### src/rtl/core/lrufr_pkg.sv
`timescale 1ns / 1ps

package lrufr_pkg;

    localparam int FRAMES_DEF    = 8;
    localparam int PAGE_BITS_DEF = 16;

    localparam int PAGE_W      = 16;
    localparam int IDX_OUT_W   = 3;
    localparam int CNT_W       = 32;
    localparam int CFG_W       = 4;
    localparam int OUT_FIELD_W = 1 + IDX_OUT_W + 1 + PAGE_W + CNT_W + CNT_W;
    localparam int OUT_TDATA_W = ((OUT_FIELD_W + 7) / 8) * 8;
    localparam int OUT_PAD_W   = OUT_TDATA_W - OUT_FIELD_W;

    localparam logic [CFG_W-1:0] FIU_RESET = CFG_W'(8);

    typedef struct packed {
        logic load;
        logic rd_en;
        logic upd;
        logic commit;
    } lrufr_cmd_t;

    typedef struct packed {
        logic out_free;
    } lrufr_status_t;

endpackage

### src/rtl/core/lrufr_ctrl.sv
`timescale 1ns / 1ps

module lrufr_ctrl #(
    parameter int FRAMES = 8,
    parameter int IDX_W  = 3
) (
    input  logic                         clk,
    input  logic                         rst_n,
    input  logic                         cfg_wr_en,
    input  logic [lrufr_pkg::CFG_W-1:0]  cfg_wr_data,
    input  logic                         s_valid,
    output logic                         s_ready,
    output lrufr_pkg::lrufr_cmd_t        cmd,
    output logic [IDX_W-1:0]             rd_addr,
    input  lrufr_pkg::lrufr_status_t     status
);
    import lrufr_pkg::*;

    localparam logic [2:0] ST_IDLE  = 3'd0;
    localparam logic [2:0] ST_SCAN  = 3'd1;
    localparam logic [2:0] ST_SWAIT = 3'd2;
    localparam logic [2:0] ST_UPD   = 3'd3;
    localparam logic [2:0] ST_UWAIT = 3'd4;
    localparam logic [2:0] ST_DONE  = 3'd5;

    logic [2:0]       state_reg, state_next;
    logic [IDX_W-1:0] ctr_reg, ctr_next;
    logic [CFG_W-1:0] fiu_reg;
    logic [31:0]      fiu_wide;
    logic [IDX_W-1:0] last_idx;

    // The frame count saturates to the range one to FRAMES.
    always_comb
    begin
        fiu_wide = 32'(fiu_reg);
        priority if (fiu_wide == 32'd0)
        begin
            last_idx = '0;
        end
        else if (fiu_wide > 32'(FRAMES))
        begin
            last_idx = IDX_W'(FRAMES - 1);
        end
        else
        begin
            last_idx = IDX_W'(fiu_wide - 32'd1);
        end
    end

    always_ff @(posedge clk or negedge rst_n)
    begin
        if (!rst_n)
        begin
            fiu_reg <= FIU_RESET;
        end
        else if (cfg_wr_en)
        begin
            fiu_reg <= cfg_wr_data;
        end
    end

    always_comb
    begin
        state_next = state_reg;
        ctr_next   = ctr_reg;
        cmd        = '0;
        s_ready    = 1'b0;
        unique case (state_reg)
            ST_IDLE:
            begin
                s_ready = 1'b1;
                if (s_valid)
                begin
                    cmd.load   = 1'b1;
                    ctr_next   = '0;
                    state_next = ST_SCAN;
                end
            end
            ST_SCAN:
            begin
                cmd.rd_en = 1'b1;
                if (ctr_reg == last_idx)
                begin
                    state_next = ST_SWAIT;
                end
                else
                begin
                    ctr_next = ctr_reg + IDX_W'(1);
                end
            end
            ST_SWAIT:
            begin
                ctr_next   = '0;
                state_next = ST_UPD;
            end
            ST_UPD:
            begin
                cmd.rd_en = 1'b1;
                cmd.upd   = 1'b1;
                if (ctr_reg == last_idx)
                begin
                    state_next = ST_UWAIT;
                end
                else
                begin
                    ctr_next = ctr_reg + IDX_W'(1);
                end
            end
            ST_UWAIT:
            begin
                state_next = ST_DONE;
            end
            ST_DONE:
            begin
                if (status.out_free)
                begin
                    cmd.commit = 1'b1;
                    state_next = ST_IDLE;
                end
            end
            default:
            begin
                state_next = ST_IDLE;
            end
        endcase
    end

    assign rd_addr = ctr_reg;

    always_ff @(posedge clk or negedge rst_n)
    begin
        if (!rst_n)
        begin
            state_reg <= ST_IDLE;
            ctr_reg   <= '0;
        end
        else
        begin
            state_reg <= state_next;
            ctr_reg   <= ctr_next;
        end
    end

endmodule

### src/rtl/core/lrufr_dp.sv
`timescale 1ns / 1ps

module lrufr_dp #(
    parameter int FRAMES    = 8,
    parameter int PAGE_BITS = 16,
    parameter int IDX_W     = 3
) (
    input  logic                               clk,
    input  logic                               rst_n,
    input  logic [lrufr_pkg::PAGE_W-1:0]       s_page,
    input  lrufr_pkg::lrufr_cmd_t              cmd,
    input  logic [IDX_W-1:0]                   rd_addr,
    output lrufr_pkg::lrufr_status_t           status,
    input  logic                               m_ready,
    output logic                               m_valid,
    output logic [lrufr_pkg::OUT_TDATA_W-1:0]  m_data
);
    import lrufr_pkg::*;

    localparam int RANK_W = IDX_W;
    localparam logic [RANK_W-1:0] RANK_MAX = RANK_W'(FRAMES - 1);
    localparam logic [CNT_W-1:0]  CNT_MAX  = '1;

    logic [PAGE_BITS-1:0] page_mem [FRAMES];
    logic [RANK_W-1:0]    rank_mem [FRAMES];
    logic [PAGE_BITS-1:0] rd_page_reg;
    logic [RANK_W-1:0]    rd_rank_reg;

    logic                 d_en_reg, d_upd_reg;
    logic [IDX_W-1:0]     d_addr_reg;
    logic [FRAMES-1:0]    valid_reg;
    logic [PAGE_BITS-1:0] page_in_reg;
    logic [31:0]          page_wide;

    logic                 hit_found_reg, empty_found_reg;
    logic [IDX_W-1:0]     hit_idx_reg, empty_idx_reg, best_idx_reg;
    logic [RANK_W-1:0]    hit_rank_reg, best_rank_reg;
    logic [PAGE_BITS-1:0] best_page_reg;

    logic [CNT_W-1:0]     hits_reg, faults_reg, hits_next, faults_next;

    logic                 out_valid_reg, out_hit_reg, out_ev_valid_reg;
    logic [IDX_OUT_W-1:0] out_idx_reg;
    logic [PAGE_W-1:0]    out_ev_page_reg;
    logic [CNT_W-1:0]     out_hits_reg, out_faults_reg;

    logic                 valid_i, scan_act, upd_act, is_f, inc;
    logic                 use_empty, evict;
    logic [IDX_W-1:0]     f_idx;
    logic [RANK_W-1:0]    old_rank;
    logic                 wr_en;
    logic [PAGE_BITS-1:0] wr_page;
    logic [RANK_W-1:0]    wr_rank;
    logic [31:0]          f_wide, ev_wide;

    assign page_wide = 32'(s_page);
    assign valid_i   = valid_reg[d_addr_reg];
    assign scan_act  = d_en_reg && !d_upd_reg;
    assign upd_act   = d_en_reg && d_upd_reg;

    // An empty victim counts as older than every resident frame, so all of them age.
    assign use_empty = !hit_found_reg && empty_found_reg;
    assign evict     = !hit_found_reg && !empty_found_reg;
    assign f_idx     = hit_found_reg ? hit_idx_reg : (empty_found_reg ? empty_idx_reg : best_idx_reg);
    assign old_rank  = hit_found_reg ? hit_rank_reg : best_rank_reg;

    assign is_f    = d_addr_reg == f_idx;
    assign inc     = valid_i && (use_empty || rd_rank_reg < old_rank) && rd_rank_reg < RANK_MAX;
    assign wr_en   = upd_act && (is_f || inc);
    assign wr_page = is_f ? page_in_reg : rd_page_reg;
    assign wr_rank = is_f ? '0 : rd_rank_reg + RANK_W'(1);

    assign hits_next   = (hit_found_reg && hits_reg != CNT_MAX) ? hits_reg + CNT_W'(1) : hits_reg;
    assign faults_next = (!hit_found_reg && faults_reg != CNT_MAX) ?
                         faults_reg + CNT_W'(1) : faults_reg;
    assign f_wide      = 32'(f_idx);
    assign ev_wide     = 32'(best_page_reg);

    always_ff @(posedge clk)
    begin
        if (wr_en)
        begin
            page_mem[d_addr_reg] <= wr_page;
            rank_mem[d_addr_reg] <= wr_rank;
        end
        if (cmd.rd_en)
        begin
            rd_page_reg <= page_mem[rd_addr];
            rd_rank_reg <= rank_mem[rd_addr];
        end
    end

    always_ff @(posedge clk)
    begin
        d_addr_reg <= rd_addr;
        if (cmd.load)
        begin
            page_in_reg <= page_wide[PAGE_BITS-1:0];
        end
        if (scan_act)
        begin
            if (!hit_found_reg && valid_i && rd_page_reg == page_in_reg)
            begin
                hit_idx_reg  <= d_addr_reg;
                hit_rank_reg <= rd_rank_reg;
            end
            if (!empty_found_reg && !valid_i)
            begin
                empty_idx_reg <= d_addr_reg;
            end
            // The lowest-indexed frame with the largest rank wins a tie.
            if (d_addr_reg == '0 || rd_rank_reg > best_rank_reg)
            begin
                best_idx_reg  <= d_addr_reg;
                best_rank_reg <= rd_rank_reg;
                best_page_reg <= rd_page_reg;
            end
        end
        if (cmd.commit)
        begin
            out_hit_reg      <= hit_found_reg;
            out_idx_reg      <= f_wide[IDX_OUT_W-1:0];
            out_ev_valid_reg <= evict;
            out_ev_page_reg  <= evict ? ev_wide[PAGE_W-1:0] : '0;
            out_hits_reg     <= hits_next;
            out_faults_reg   <= faults_next;
        end
    end

    always_ff @(posedge clk or negedge rst_n)
    begin
        if (!rst_n)
        begin
            d_en_reg        <= 1'b0;
            d_upd_reg       <= 1'b0;
            valid_reg       <= '0;
            hit_found_reg   <= 1'b0;
            empty_found_reg <= 1'b0;
            hits_reg        <= '0;
            faults_reg      <= '0;
            out_valid_reg   <= 1'b0;
        end
        else
        begin
            d_en_reg  <= cmd.rd_en;
            d_upd_reg <= cmd.upd;
            if (cmd.load)
            begin
                hit_found_reg   <= 1'b0;
                empty_found_reg <= 1'b0;
            end
            else if (scan_act)
            begin
                if (valid_i && rd_page_reg == page_in_reg)
                begin
                    hit_found_reg <= 1'b1;
                end
                if (!valid_i)
                begin
                    empty_found_reg <= 1'b1;
                end
            end
            if (cmd.commit)
            begin
                valid_reg[f_idx] <= 1'b1;
                hits_reg         <= hits_next;
                faults_reg       <= faults_next;
                out_valid_reg    <= 1'b1;
            end
            else if (m_ready)
            begin
                out_valid_reg <= 1'b0;
            end
        end
    end

    assign status.out_free = !out_valid_reg || m_ready;
    assign m_valid = out_valid_reg;
    assign m_data  = {{OUT_PAD_W{1'b0}}, out_faults_reg, out_hits_reg, out_ev_page_reg,
                      out_ev_valid_reg, out_idx_reg, out_hit_reg};

endmodule

### src/rtl/core/lru_frame_replacement.sv
`timescale 1ns / 1ps
// Channel   Direction  Ports                     Words
// s_axis    in         tvalid tready tdata[15:0] one page reference
// m_axis    out        tvalid tready tdata[87:0] one result per reference
// cfg       in         cfg_wr_en cfg_wr_data[3:0] frames in use
//
// An item runs through the scan, scan-wait, update, update-wait and done states from acceptance to the next ready.
// The frame table is read once to search and once to update the ranks.
// Reset clears the valid bits, the counters and the control; no clearing pass is needed.
// A stalled result waits in the output register while the next reference is taken.
// The following result then holds in the done state until that register is free.

module lru_frame_replacement #(
    parameter int FRAMES    = lrufr_pkg::FRAMES_DEF,
    parameter int PAGE_BITS = lrufr_pkg::PAGE_BITS_DEF
) (
    input  logic                               clk,
    input  logic                               rst_n,
    input  logic                               cfg_wr_en,
    input  logic [lrufr_pkg::CFG_W-1:0]        cfg_wr_data,
    input  logic                               s_axis_tvalid,
    output logic                               s_axis_tready,
    // page_number[15:0]
    input  logic [lrufr_pkg::PAGE_W-1:0]       s_axis_tdata,
    output logic                               m_axis_tvalid,
    input  logic                               m_axis_tready,
    // hit[0], frame_index[3:1], evicted_valid[4], evicted_page[20:5],
    // hit_count[52:21], fault_count[84:53], zero fill above
    output logic [lrufr_pkg::OUT_TDATA_W-1:0]  m_axis_tdata
);
    import lrufr_pkg::*;

    localparam int IDX_W = (FRAMES > 1) ? $clog2(FRAMES) : 1;

    lrufr_cmd_t       cmd;
    lrufr_status_t    status;
    logic [IDX_W-1:0] rd_addr;

    lrufr_ctrl #(
        .FRAMES (FRAMES),
        .IDX_W  (IDX_W)
    ) u_ctrl (
        .clk         (clk),
        .rst_n       (rst_n),
        .cfg_wr_en   (cfg_wr_en),
        .cfg_wr_data (cfg_wr_data),
        .s_valid     (s_axis_tvalid),
        .s_ready     (s_axis_tready),
        .cmd         (cmd),
        .rd_addr     (rd_addr),
        .status      (status)
    );

    lrufr_dp #(
        .FRAMES    (FRAMES),
        .PAGE_BITS (PAGE_BITS),
        .IDX_W     (IDX_W)
    ) u_dp (
        .clk     (clk),
        .rst_n   (rst_n),
        .s_page  (s_axis_tdata),
        .cmd     (cmd),
        .rd_addr (rd_addr),
        .status  (status),
        .m_ready (m_axis_tready),
        .m_valid (m_axis_tvalid),
        .m_data  (m_axis_tdata)
    );

    a_commit_free: assert property (@(posedge clk) disable iff (!rst_n)
        cmd.commit |-> (!m_axis_tvalid || m_axis_tready))
        else $error("result committed while the output register was occupied");

    a_commit_shows: assert property (@(posedge clk) disable iff (!rst_n)
        cmd.commit |=> m_axis_tvalid)
        else $error("committed result not presented");

    a_no_read_idle: assert property (@(posedge clk) disable iff (!rst_n)
        s_axis_tready |-> !cmd.rd_en && !cmd.commit)
        else $error("frame table access while waiting for a reference");

    a_no_fast_commit: assert property (@(posedge clk) disable iff (!rst_n)
        (s_axis_tvalid && s_axis_tready) |=> !cmd.commit && !s_axis_tready)
        else $error("reference finished without a search");

endmodule
### config.mk
export PLATFORM = sky130hd
export DESIGN_NAME = lru_frame_replacement
export DESIGN_NICKNAME = d
export VERILOG_FILES = /design/src/rtl/core/lrufr_pkg.sv /design/src/rtl/core/lrufr_ctrl.sv /design/src/rtl/core/lrufr_dp.sv /design/src/rtl/core/lru_frame_replacement.sv
export SDC_FILE = /design/constraint.sdc
export NUM_CORES = 1
export LEC_CHECK = 0
export CORE_MARGIN = 2
export CORE_UTILIZATION = 40
export DETAILED_ROUTE_END_ITERATION = 10
export DONT_BUFFER_PORTS = 1
export RECOVER_POWER = 25
export SYNTH_ARGS = -nofsm -noshare
export SYNTH_HDL_FRONTEND = slang
export SYNTH_SLANG_ARGS = --single-unit
### constraint.sdc
create_clock -name clk -period 5 [get_ports clk]
set_clock_uncertainty 0.1 [all_clocks]
set_input_delay 0.25 -clock clk [delete_from_list [all_inputs] [get_ports clk]]
set_output_delay 0.25 -clock clk [all_outputs]
set_load 0.05 [all_outputs]
* Word-level counts from Yosys, hierarchy flattened
Memories as Yosys holds them, arrays and structs flattened. A register that Yosys moved wholly into a read port is not among the register bits. Cells that the tools add are included.
Cells by class: $add $sub $neg 5, $lt $le $gt $ge 7, equal/unequal tests 16, mux-type cells 38, bitwise gates (word level) 1, reduce and logical (&&, ||, !) cells 38
Operators with widths (count):
- $add A32 B1 Y32 const B | 2
- $mux W32 | 2
- $ne A32 B32 Y1 const B | 2
- $mux W3 | 12
- $mux W1 | 19
- $pmux W3 S6 | 1
- $eq A16 B16 Y1 | 1
- $mux W16 | 1
- $logic_and A1 B1 Y1 | 14
- $reduce_and A2 Y1 | 5
- $pmux W3 S3 | 1
- $lt A3 B4 Y1 const B | 2
- $ne A2 B2 Y1 const B | 4
- $or A8 B8 Y8 | 1
- $add A3 B1 Y3 const B | 2
- $eq A3 B2 Y1 const B | 2
- $eq A3 B3 Y1 | 2
- $eq A3 B3 Y1 const B | 2
- $logic_not A3 Y1 | 2
- $reduce_bool A2 Y1 | 3
- $logic_not A1 Y1 | 5
- $gt A4 B4 Y1 const B | 1
- $logic_not A4 Y1 | 1
- $logic_or A1 B1 Y1 | 4
- other kinds (13) | 14
Storage, ports and cells: flip-flop bits (word level) 222, memory bits (writable) 152, input bits 25, output and inout bits 90, word-level logic and storage cells 132, memories kept 2
Memory list:
- u_dp.page_mem | depth 8, width 16, read ports 1, clocked after memory_dff 1, wr ports 1, line lrufr_dp.sv:24 | logic [PAGE_BITS-1:0] page_mem [FRAMES];
- u_dp.rank_mem | depth 8, width 3, read ports 1, clocked after memory_dff 1, wr ports 1, line lrufr_dp.sv:25 | logic [RANK_W-1:0] rank_mem [FRAMES];

* Longest topological paths before layout
word-level depth 9, mapped depth 11, depth with buffers taken out 7

* Hierarchy
From an unflattened synthesis, not the netlist that was laid out.
Unflattened totals: cell total of the unflattened synthesis 1088, area total of the unflattened synthesis 16724.8 um^2
Modules (own cells, without submodules):
- lrufr_dp | times used 1, cells an instance 1012, area each 16019.1 um^2, seq. area each 11085.6 um^2
- lrufr_ctrl | times used 1, cells an instance 76, area each 705.7 um^2, seq. area each 251.5 um^2

* Worst setup path after synthesis
Ideal clock, no wire load.
path type flip-flop to flip-flop, start register u_dp.out_valid_reg, in the netlist u_dp.m_valid, end register u_dp.faults_reg[15], setup time 131 ps, data arrival time 4250 ps, required time 4769 ps, setup slack 520 ps, cell stages (with the launch flop) 7, buffers on the path 1, period minus slack after synthesis 4480 ps, cell sequence dfrtp_1 nor2b_1 or2_2 clkinv_1 buf_1 nand3_1 xnor2_1
RTL lines:
- start: declaration | line lrufr_dp.sv:42 | logic out_valid_reg, out_hit_reg, out_ev_valid_reg;
- start signal: assignment | line lrufr_dp.sv:141 | out_valid_reg <= 1'b0;
- start signal: assignment | line lrufr_dp.sv:168 | out_valid_reg <= 1'b1;
- start signal: assignment | line lrufr_dp.sv:172 | out_valid_reg <= 1'b0;
- end signal: assignment | line lrufr_dp.sv:167 | faults_reg <= faults_next;
- end: declaration | line lrufr_dp.sv:40 | logic [CNT_W-1:0] hits_reg, faults_reg, hits_next, faults_next;

* Worst setup path in the final report
start register u_ctrl.ctr_reg[2], in the netlist u_ctrl.rd_addr[2], end register u_ctrl.ctr_reg[1], in the netlist u_ctrl.rd_addr[1]
On the way: cells in the longest elaborated chain, start to end 3
Ends and longest elaborated chain:
- start: declaration | line lrufr_ctrl.sv:27 | logic [IDX_W-1:0] ctr_reg, ctr_next;
- start signal: assignment | line lrufr_ctrl.sv:140 | ctr_reg <= ctr_next;
- $eq A3 B3 Y1 | line lrufr_ctrl.sv:82, lrufr_ctrl.sv:100
- $ne A2 B2 Y1 (no source line)
- $reduce_and A3 Y1 (no source line)
No other way between the ends. A chain may end at the register's enable or synchronous reset.

==> results.py <==
metrics = {
    "status": {
        "outcome": "finished with violations",
        "failed_checks": "max-capacitance violations, max-slew violations",
    },
    "synthesis": {
        "synth_area_um2": 16900,
        "post_synth.cell_area_avg_um2": 15.1,
        "yosysWarnings": 0,
        "synth-seq-cells": 393,
        "synth_flop_cell": "edfxtp_1",
        "async_flop_share": 0.221,
        "synth-edff-count": 303,
        "netlist_instances": 1119,
        "ys_seq_area_frac": 0.671,
        "post_synth_num_cell_types": 69,
    },
    "flow_run": {
        "cap_viol_max_count": 2,
    },
    "final_layout": {
        "largest_reg_flops": 128,
        "drive_above_1_share": 0.165,
        "fin_util": 0.456,
        "nets": 1183,
        "areaGrowthSynthToFinish_pct": 13.0,
        "regMostFlops": "u_dp.page_mem",
        "diodes": 0,
        "final_cells": 1722,
    },
    "placed_design": {
        "routabilityCongestion": 0.775,
        "dp_hpwl_um": 20600,
        "dp_cells": 1617,
        "io_buffers": 0,
    },
    "detailed_routing": {
        "drc_errors": 0,
        "via_per_inst": 5.27,
        "wl_per_cell_um": 19.8,
        "drtIter0Drc": 681,
        "ant_nets": 0,
        "first_pass_iters": 4,
        "vias": 9077,
        "wl_um": 34100,
    },
    "hold_path": {
        "min_path_type": "primary input to register",
        "whs_path_depth": 1,
        "min_to": "u_dp.page_in_reg[15]$_DFFE_PP_",
        "hold_start": "s_axis_tdata[15]",
    },
    "timing": {
        "hold_violations": 0,
        "slew_headroom": -0.524,
        "timing.final.crit_share": 0.618,
        "clock.fmax_mhz": 324,
        "grt_setup_unrepaired": "false",
        "setup_viol_count_final": 0,
        "holdWs_ns": 0.204,
        "period_needed_ns": 3.09,
        "maxSlewViolCount": 116,
        "tightest_slew_ns": 2.29,
        "tns_ns": 0,
    },
    "grt": {
        "gr-total-overflow": 0,
        "grt_use_total": 0.156,
        "antenna_found_initial": 1,
        "grt_first_pass_wirelength_um": 53000,
        "grt_max_degree": 88,
        "grt_pass1_vias": 9080,
    },
    "clock_network": {
        "cts_sinks": 393,
        "clock_latency_ns": 0.57,
        "post-cts-setup-buffers": 0,
        "cts_resized": 0,
        "cts_buffer_depth": 3,
        "path_clk_slew_ns": 0.06,
        "hold_buffers": 25,
        "htreeDepth": 2,
        "cts_buffers": 43,
        "cts-root-buf": "clkbuf_16",
        "cts_tree": "done",
    },
    "floorplanning": {
        "die_area_um2": 43900,
        "fp.coreArea_um2": 41900,
        "initial_utilization": 0.404,
        "die_h_um": 209,
        "io_pins": 115,
        "die_w_um": 209,
        "row_count": 75,
    },
    "worst_setup_path": {
        "r2r_cells": 5,
        "reg2reg_setup_slack_ns": 1.91,
        "critPathArrivalTime_ns": 3.48,
        "endpoint_kind": "register",
        "crit_family": "buffers and inverters",
        "critPathLaunchType": "register",
        "cp.required_ns": 5.39,
        "worst-setup-path-type": "register to register",
        "cpPeakStageDelay_ns": 1.38,
        "r2r-start": "u_ctrl.rd_addr[2]$_DFFE_PN0P_",
        "cp_slowest_cell": "clkbuf_1",
        "worstReg2RegEnd": "u_ctrl.rd_addr[1]$_DFFE_PN0P_",
        "crit_fanout": 27,
        "critical_path.cell_chain": "clkbuf_1, o2111ai_1, o211a_1, a2111oi_0, a221o_1",
        "worst-path-buf-inv": 1,
    },
    "power_and_ir_drop": {
        "p_per_area_nw_per_um2": 560,
        "leakagePower_nw": 6.53,
        "p_total_mw": 10.7,
        "irDropWorstVdd_mv": 0.293,
    },
}
power by group:
part | switching [mW] | internal (mW) | leakage (nW) | total [mW]
Clock | 1.31 | 1.89 | 0.694 | 3.20
Sequential | 0.502 | 4.51 | 3.87 | 5.02
Combinational | 1.48 | 0.985 | 1.96 | 2.47
Total | 3.29 | 7.39 | 6.53 | 10.7
cell usage in the layout (no fill, tap or decap), types with 7 or more instances in the layout:
cell type and count:
edfxtp_1 303, dfrtp_1 86, xnor2_1 77, nand2_1 62, xor2_1 62, nand3_1 54, clkbuf_16 45, mux2_2 41
nor2_1 39, mux4_2 38, nor3_1 37, and2_1 28, nand4_1 26, dlygate4sd3_1 24, inv_1 23, nor4_1 17
buf_4 16, and3_1 15, nor2b_1 11, ha_1 10, clkinv_1 10, o21ai_0 9, mux2i_1 7, nor4_2 7
a21oi_1 7, clkbuf_1 7
per-stage QoR:
stage / setup slack, ns / cell area (um^2)
6_report: 1.91 / 19100
5_1_grt: 1.60 / 19100
4_1_cts: 1.93 / 19100
3_5_place_dp: 1.92 / 17400
3_3_place_gp: 1.99 / 17400
2_1_floorplan: 0.520 / 16900
layer usage:
layer / vias up / global-route usage / wire length [um]
met5: - / 0 / 0
met4: 0 / 0.0448 / 711
met3: 56 / 0.0323 / 1480
met2: 221 / 0.256 / 16300
met1: 4534 / 0.212 / 15600
li1: 4266 / - / -
cell families (layout without fill, tap and decap cells):
logic type,Yosys count,in the layout,synth area share
flip-flops,393,393,0.671
AO/OA/AOI/OAI,68,68,0.0307
buffers and inverters,85,147,0.0244
multiplexers,87,87,0.0828
XOR/XNOR,139,139,0.0721
AND/OR/NAND/NOR,335,335,0.110
other,1,3,0.000222
adder cells (fa/ha/maj),11,11,0.00800
worst max path at each step:
stage	slack [ns]	from	end	cells past startpoint
5_1_grt	1.60	u_ctrl.rd_addr[2]$_DFFE_PN0P_	u_ctrl.rd_addr[1]$_DFFE_PN0P_	5
4_1_cts	1.93	u_dp.m_valid$_DFFE_PN0P_	u_dp.out_hits_reg[18]$_DFFE_PP_	4
2_1_floorplan	0.52	u_dp.m_valid$_DFFE_PN0P_	u_dp.faults_reg[15]$_DFFE_PN0P_	6
3_5_place_dp	1.92	u_dp.m_valid$_DFFE_PN0P_	u_dp.out_hits_reg[21]$_DFFE_PP_	4
6_report	1.91	u_ctrl.rd_addr[2]$_DFFE_PN0P_	u_ctrl.rd_addr[1]$_DFFE_PN0P_	5
3_3_place_gp	1.99	u_dp.hit_found_reg$_DFFE_PN0P_	u_dp.page_mem[1][6]$_DFFE_PP_	7
synth_stat cells (4+ instances only):
master / count / share of area
nand4_1: 26 / 0.0096
buf_2: 23 / 0.0068
nand3_1: 54 / 0.016
clkbuf_2: 4 / 0.0012
mux2i_1: 7 / 0.0041
buf_4: 6 / 0.0027
o211ai_1: 6 / 0.0027
o21a_1: 4 / 0.0018
o21ai_0: 9 / 0.0027
clkbuf_1: 21 / 0.0047
nand2b_1: 6 / 0.0022
a21oi_1: 7 / 0.0021
nand2_1: 62 / 0.014
nor4_2: 7 / 0.0052
a211oi_1: 4 / 0.0018
a31o_2: 6 / 0.0031
ha_1: 10 / 0.0074
and2_1: 28 / 0.010
mux4_2: 38 / 0.051
and3_1: 15 / 0.0056
buf_6: 5 / 0.0033
nor4_1: 17 / 0.0063
xnor2_1: 77 / 0.040
nor2_1: 40 / 0.0089
inv_1: 23 / 0.0051
or2_2: 5 / 0.0019
xor2_1: 62 / 0.032
nor2b_1: 11 / 0.0041
edfxtp_1: 303 / 0.54
mux2_2: 41 / 0.027
nor3_1: 38 / 0.011
and4_1: 6 / 0.0031
dfrtp_1: 86 / 0.13
layout make-up:
class,count,area (um^2)
clock buffer,52,1170
clock inverter,28,264
fill,3662,22800
inverter,24,92.6
multi-input combinational,643,5170
sequential,393,11300
tap,539,674
timing repair buffer,43,373
Note: power is estimated with default switching activity, not from simulation.
